==> src/rtl/core/jpms_pkg.sv <==
// Shared types, constants and arithmetic helpers for the joint plant model step.
// Used by jpms_ctrl, jpms_dp and joint_plant_model_step. Has no dependencies.
`default_nettype none
package jpms_pkg;

    localparam int NUM_JOINTS  = 16;
    localparam int JOINT_W     = 4;
    localparam int TS_W        = 20;
    localparam int Q_W         = 32;
    localparam int S_DATA_W    = 120;
    localparam int S_USER_W    = 3;
    localparam int M_DATA_W    = 96;
    localparam int CFG_IDX_W   = 3;
    localparam int CFG_DATA_W  = 32;
    localparam int MUL_A_W     = 41;
    localparam int MUL_B_W     = 26;
    localparam int PROD_W      = 67;
    localparam int WIDE_W      = 68;
    localparam int DIV_W       = 53;
    localparam int DIV_CNT_W   = 6;
    localparam int DIV_STEPS   = 53;

    // Configuration register indexes.
    typedef enum logic [CFG_IDX_W-1:0] {
        CFG_ACCEL_GAIN        = 3'd0,
        CFG_VEL_LIMIT         = 3'd1,
        CFG_POSITION_GAIN     = 3'd2,
        CFG_DAMPING           = 3'd3,
        CFG_FRICTION          = 3'd4,
        CFG_EFFORT_DEADZONE   = 3'd5,
        CFG_VELOCITY_DEADZONE = 3'd6
    } cfg_idx_t;

    // Update mode chosen when an item is loaded.
    typedef enum logic [2:0] {
        MODE_ZERO,
        MODE_KEEP,
        MODE_POS,
        MODE_VEL,
        MODE_EFF
    } mode_t;

    // Datapath operations issued by the controller.
    typedef enum logic [4:0] {
        OP_NONE,
        OP_LOAD,
        OP_MUL_PG,
        OP_MUL_VTS,
        OP_MUL_AE,
        OP_MUL_VD,
        OP_MUL_ATS,
        OP_MUL_FTS,
        OP_MUL_V1F,
        OP_MUL_V2TS,
        OP_SET_A,
        OP_SET_T,
        OP_SET_V1,
        OP_SET_F,
        OP_SET_V2,
        OP_DIV_INIT,
        OP_DIV_STEP,
        OP_WB
    } op_t;

    typedef enum logic [4:0] {
        S_IDLE,
        S_DISPATCH,
        S_P_MUL,
        S_P_SETUP,
        S_P_DIV,
        S_V_MUL,
        S_E_MUL_A,
        S_E_SET_A,
        S_E_MUL_D,
        S_E_SET_T,
        S_E_MUL_ATS,
        S_E_SET_V1,
        S_E_MUL_F,
        S_E_SET_F,
        S_E_MUL_V1F,
        S_E_SET_V2,
        S_E_MUL_V2TS,
        S_WB
    } state_t;

    typedef struct packed {
        op_t op;
    } cmd_t;

    typedef struct packed {
        mode_t mode;
        logic  out_full;
    } status_t;

    // Saturate a wide signed value to 32 bits.
    function automatic logic signed [Q_W-1:0] sat32(input logic signed [WIDE_W-1:0] x);
        logic signed [WIDE_W-1:0] hi;
        logic signed [WIDE_W-1:0] lo;
        begin
            hi = WIDE_W'(64'sh7FFF_FFFF);
            lo = -WIDE_W'(64'sh8000_0000);
            if (x > hi) begin
                sat32 = Q_W'(hi);
            end else if (x < lo) begin
                sat32 = Q_W'(lo);
            end else begin
                sat32 = Q_W'(x);
            end
        end
    endfunction

    // Add half an LSB and shift right arithmetically (ties toward +inf).
    function automatic logic signed [PROD_W-1:0] rnd_shift(
        input logic signed [PROD_W-1:0] x,
        input int unsigned              s
    );
        logic signed [PROD_W-1:0] half;
        begin
            half = PROD_W'(1) <<< (s - 1);
            rnd_shift = (x + half) >>> s;
        end
    endfunction

endpackage
`default_nettype wire

==> src/rtl/core/jpms_ctrl.sv <==
// Controller state machine for the joint plant model step.
// Sequences the datapath operations; depends on jpms_pkg.
`default_nettype none
module jpms_ctrl (
    input  wire logic             aclk,
    input  wire logic             aresetn,
    input  wire logic             s_tvalid,
    output logic                  s_tready,
    input  jpms_pkg::status_t     status,
    output jpms_pkg::cmd_t        cmd
);
    import jpms_pkg::*;

    state_t                 state_reg, state_next;
    logic [DIV_CNT_W-1:0]   cnt_reg, cnt_next;

    // State and step counter registers.
    always_ff @(posedge aclk) begin
        if (!aresetn) begin
            state_reg <= S_IDLE;
            cnt_reg   <= '0;
        end else begin
            state_reg <= state_next;
            cnt_reg   <= cnt_next;
        end
    end

    // Next state and command decode.
    always_comb begin
        state_next = state_reg;
        cnt_next   = cnt_reg;
        cmd.op     = OP_NONE;
        s_tready   = 1'b0;
        unique case (state_reg)
            S_IDLE: begin
                // No beat is taken while reset is held.
                s_tready = aresetn;
                if (aresetn && s_tvalid) begin
                    cmd.op     = OP_LOAD;
                    state_next = S_DISPATCH;
                end
            end
            S_DISPATCH: begin
                unique case (status.mode)
                    MODE_POS: state_next = S_P_MUL;
                    MODE_VEL: state_next = S_V_MUL;
                    MODE_EFF: state_next = S_E_MUL_A;
                    default:  state_next = S_WB;
                endcase
            end
            S_P_MUL: begin
                cmd.op     = OP_MUL_PG;
                state_next = S_P_SETUP;
            end
            S_P_SETUP: begin
                cmd.op     = OP_DIV_INIT;
                cnt_next   = '0;
                state_next = S_P_DIV;
            end
            S_P_DIV: begin
                cmd.op   = OP_DIV_STEP;
                cnt_next = cnt_reg + DIV_CNT_W'(1);
                if (cnt_reg == DIV_CNT_W'(DIV_STEPS - 1)) begin
                    state_next = S_WB;
                end
            end
            S_V_MUL: begin
                cmd.op     = OP_MUL_VTS;
                state_next = S_WB;
            end
            S_E_MUL_A: begin
                cmd.op     = OP_MUL_AE;
                state_next = S_E_SET_A;
            end
            S_E_SET_A: begin
                cmd.op     = OP_SET_A;
                state_next = S_E_MUL_D;
            end
            S_E_MUL_D: begin
                cmd.op     = OP_MUL_VD;
                state_next = S_E_SET_T;
            end
            S_E_SET_T: begin
                cmd.op     = OP_SET_T;
                state_next = S_E_MUL_ATS;
            end
            S_E_MUL_ATS: begin
                cmd.op     = OP_MUL_ATS;
                state_next = S_E_SET_V1;
            end
            S_E_SET_V1: begin
                cmd.op     = OP_SET_V1;
                state_next = S_E_MUL_F;
            end
            S_E_MUL_F: begin
                cmd.op     = OP_MUL_FTS;
                state_next = S_E_SET_F;
            end
            S_E_SET_F: begin
                cmd.op     = OP_SET_F;
                state_next = S_E_MUL_V1F;
            end
            S_E_MUL_V1F: begin
                cmd.op     = OP_MUL_V1F;
                state_next = S_E_SET_V2;
            end
            S_E_SET_V2: begin
                cmd.op     = OP_SET_V2;
                state_next = S_E_MUL_V2TS;
            end
            S_E_MUL_V2TS: begin
                cmd.op     = OP_MUL_V2TS;
                state_next = S_WB;
            end
            S_WB: begin
                // Hold the result until the output register is free.
                if (!status.out_full) begin
                    cmd.op     = OP_WB;
                    state_next = S_IDLE;
                end
            end
            default: state_next = S_IDLE;
        endcase
    end

endmodule
`default_nettype wire

==> config.mk <==
export PLATFORM = sky130hd
export DESIGN_NAME = jpms_ctrl
export DESIGN_NICKNAME = d
export VERILOG_FILES = /design/src/rtl/core/jpms_pkg.sv /design/src/rtl/core/jpms_ctrl.sv
export SDC_FILE = /design/constraint.sdc
export NUM_CORES = 1
export LEC_CHECK = 0
export ABC_AREA = 1
export CAP_MARGIN = 20
export CORE_ASPECT_RATIO = 1.2
export CORE_MARGIN = 3
export CORE_UTILIZATION = 45
export DETAILED_ROUTE_END_ITERATION = 7
export DONT_BUFFER_PORTS = 1
export GPL_TIMING_DRIVEN = 0
export PLACE_DENSITY = 0.59
export REMOVE_ABC_BUFFERS = 1
export SETUP_SLACK_MARGIN = 0.2
export SYNTH_ARGS = -nofsm -noshare
export SYNTH_HDL_FRONTEND = slang
export SYNTH_SLANG_ARGS = --single-unit
==> constraint.sdc <==
create_clock -name aclk -period 1.6 [get_ports aclk]
set_input_delay 0.08 -clock aclk [delete_from_list [all_inputs] [get_ports aclk]]
set_output_delay 0.08 -clock aclk [all_outputs]
set_load 0.02 [all_outputs]
==> impl_metrics.ini <==
[die]
initial_core_util = 0.484
die_h_microns = 55.5
die_w_microns = 47.2
pin_count = 13
dieArea_sq_um = 2620
core_area_sq_um = 1890
rows = 17

[place]
preCtsSetupSlack_ns = 0.0138
post-place-cells = 172
placed_area_sq_um = 936
globalplace.congestion = 0.803
numPortBuffers = 0
dp_hpwl_microns = 1820

[synth]
synth_area_sq_um = 917
synth_edf_count = 0
yosysSeqAreaShare = 0.240
ys_seq_elements = 11
ys.flop_type = dfxtp_1
ys_warn_count = 0
postSynthAreaPerCell_sq_um = 5.96
ys_types = 23
async_flop_share = 0
syn_inst = 154

[cts]
numCtsBuffers = 3
clk_root_buffer_cell = clkbuf_4
clk_pin_slew_ns = 0.08
clockBufferDepth = 2
cts_max_level = 1
clock-sinks = 11
cts_tree = done
clock_latency_ns = 0.29

[cells_and_area]
layout-drive-gt1-share = 0.473
layout.cells.non_filler = 201
syn2layout_area_growth_pct = 54.7
largest_reg_flops = 6
seqCellArea_sq_um = 239
fin_util = 0.750
multi_input_area_sq_um = 811
fill_cells = 131
diodes = 0
finalNetCount = 192
final_area_sq_um = 1420

[setup_path]
arrival_ns = 1.58
crit_chain = clkinvlp_4 -> buf_6 -> nand3_1 -> nand4_1 -> nor2_2 -> o21ai_2
worstPathRequired_ns = 1.52
end_kind = primary output
rrSetupSlack_ns = 0.02
max_stage_delay_ns = 0.37
startpoint_type = register
crit_fanout = 6
critPathKind = register to primary output
crit_path_top_delay_cell = dfxtp_4

[power_and_ir_drop]
leakagePower_uw = 0.000629
p_per_area_nw_per_um2 = 1080
ir_worst_vdd_mv = 0.691

[route]
remaining_drc_errors = 0
drt-wirelength-per-cell_microns = 17.2
vias = 1207
vias_per_cell = 6.00
antenna_left = 0
firstDrtPassIters = 6
first_iter_violations = 45
drt-total-wl_microns = 3460

[sta]
report.final.hold_viol_count = 0
fin_worst_skew_ns = 0.000790
rsz0062_at_grt = true
finalCritPeriodShare = 1.04
fin_crit_ns = 1.66
max_freq_mhz = 603
setup_slack_ns = -0.0573
worst_slew_pin_slew_ns = 0.418
worst_slew_margin_rel = 0.721
drv_slew = 0
fin_setup_tns_ns = -0.160
setup_viol = 3

[global_routing]
grt_pass1_wl_microns = 5170
grt_usage = 0.278
antenna_found_initial = 0
first_global_vias = 1164
gr-total-overflow = 0
grt_start_max_net_pins = 9

[job]
drv_cap = 0

[run_status]
violations = setup timing
outcome = finished, violations left

[min_path]
hp-class = input pin to register
## worst paths after layout
| path | startpoint | end | cells after the start |
|---|---|---|---|
| setup / recovery | state_reg[4] | cmd[0] | 6 |
| setup reg to reg | state_reg[4] | state_reg[0] | 9 |
| hold / removal | status[0] | state_reg[4] | 2 |
| hold reg to reg | cnt_reg[5] | cnt_reg[5] | 2 |
## power by group
group          total [uW]  leakage [uW]  switching (uW)  internal [uW]
Sequential            375     0.0000928            61.1            314
Combinational         937      0.000521             581            356
Clock                 214     0.0000150             117           97.0
Total                1530      0.000629             759            768
## placed cells by master, fill, tap and decap left out, types with 2 or more instances in the layout
cell      synthesis  routed
inv_1            19      13
nor3_2            0       2
buf_4             0      15
dfxtp_4           0       5
nand2_2           2       8
a21oi_1           6       4
clkbuf_4          0       3
nor2_4            4      11
inv_2             4       7
nor2_1           19      10
dfxtp_1          11       6
nand3_1          14      11
a21oi_2           0       2
nor2_2            3       5
o21ai_0           5       4
o21ai_2           0       2
a31oi_1           3       3
nand4_1           8       8
inv_4             0       2
nand2_4           0       5
nand2_1          42      31
buf_6             0       9
ha_1              2       2
nand3_4           0       5
## cells in the mapped netlist (2+ instances only)
master	instances	share of area
nand3_1	14	0.076
dfxtp_1	11	0.24
inv_2	4	0.016
nor2_2	3	0.020
nand2_2	2	0.014
nand3_2	3	0.033
nand2_1	42	0.17
nand4_1	8	0.055
a21oi_1	6	0.033
o21ai_0	5	0.027
nor2_1	19	0.078
nor2_4	4	0.049
inv_1	19	0.078
a31oi_1	3	0.020
nor3_1	2	0.011
ha_1	2	0.027
## cells by family after synthesis
family	count (synthesis)	synth area share
AO/OA/AOI/OAI	18	0.111
AND/OR/NAND/NOR	99	0.523
flip-flops	11	0.240
adder cells (fa/ha/maj)	2	0.0273
buffers and inverters	24	0.0996
## metal layers
layer / GRT usage / wire (microns)
met5: 0 / 0
met4: 0.245 / 232
met3: 0.0521 / 179
met2: 0.417 / 1730
met1: 0.313 / 1320
## worst max-delay path: cells and delay by family (launching register included)
| family | cells | cell delay (ns) |
|---|---|---|
| flip-flops | 1 | 0.37 |
| AO/OA/AOI/OAI | 1 | 0.14 |
| AND/OR/NAND/NOR | 3 | 0.41 |
| buffers and inverters | 2 | 0.38 |
## layout make-up
type                            instances  area share
Clock buffer                            4      0.0185
Sequential cell                        11       0.168
Timing Repair Buffer                   25       0.158
Tap cell                               19      0.0168
Inverter                               23      0.0670
Multi-Input combinational cell        119       0.571
## what timing repair did
action,in CTS,in global routing
pin swaps,22,21
resized for setup,55,22
endpoints found under the setup margin,14,16
setup buffers,22,2
endpoints found under the hold margin,4,0
hold buffers,1,0
## per-stage QoR
step | total power, uW | hold WS [ns]
3_3_place_gp | 867 | 0.190
5_1_grt | 1610 | 0.0438
2_1_floorplan | 776 | 0.178
4_1_cts | 1400 | 0.0246
6_report | 1530 | 0.0364
3_5_place_dp | 868 | 0.188
No activity file was read; power rests on OpenSTA's default activity.
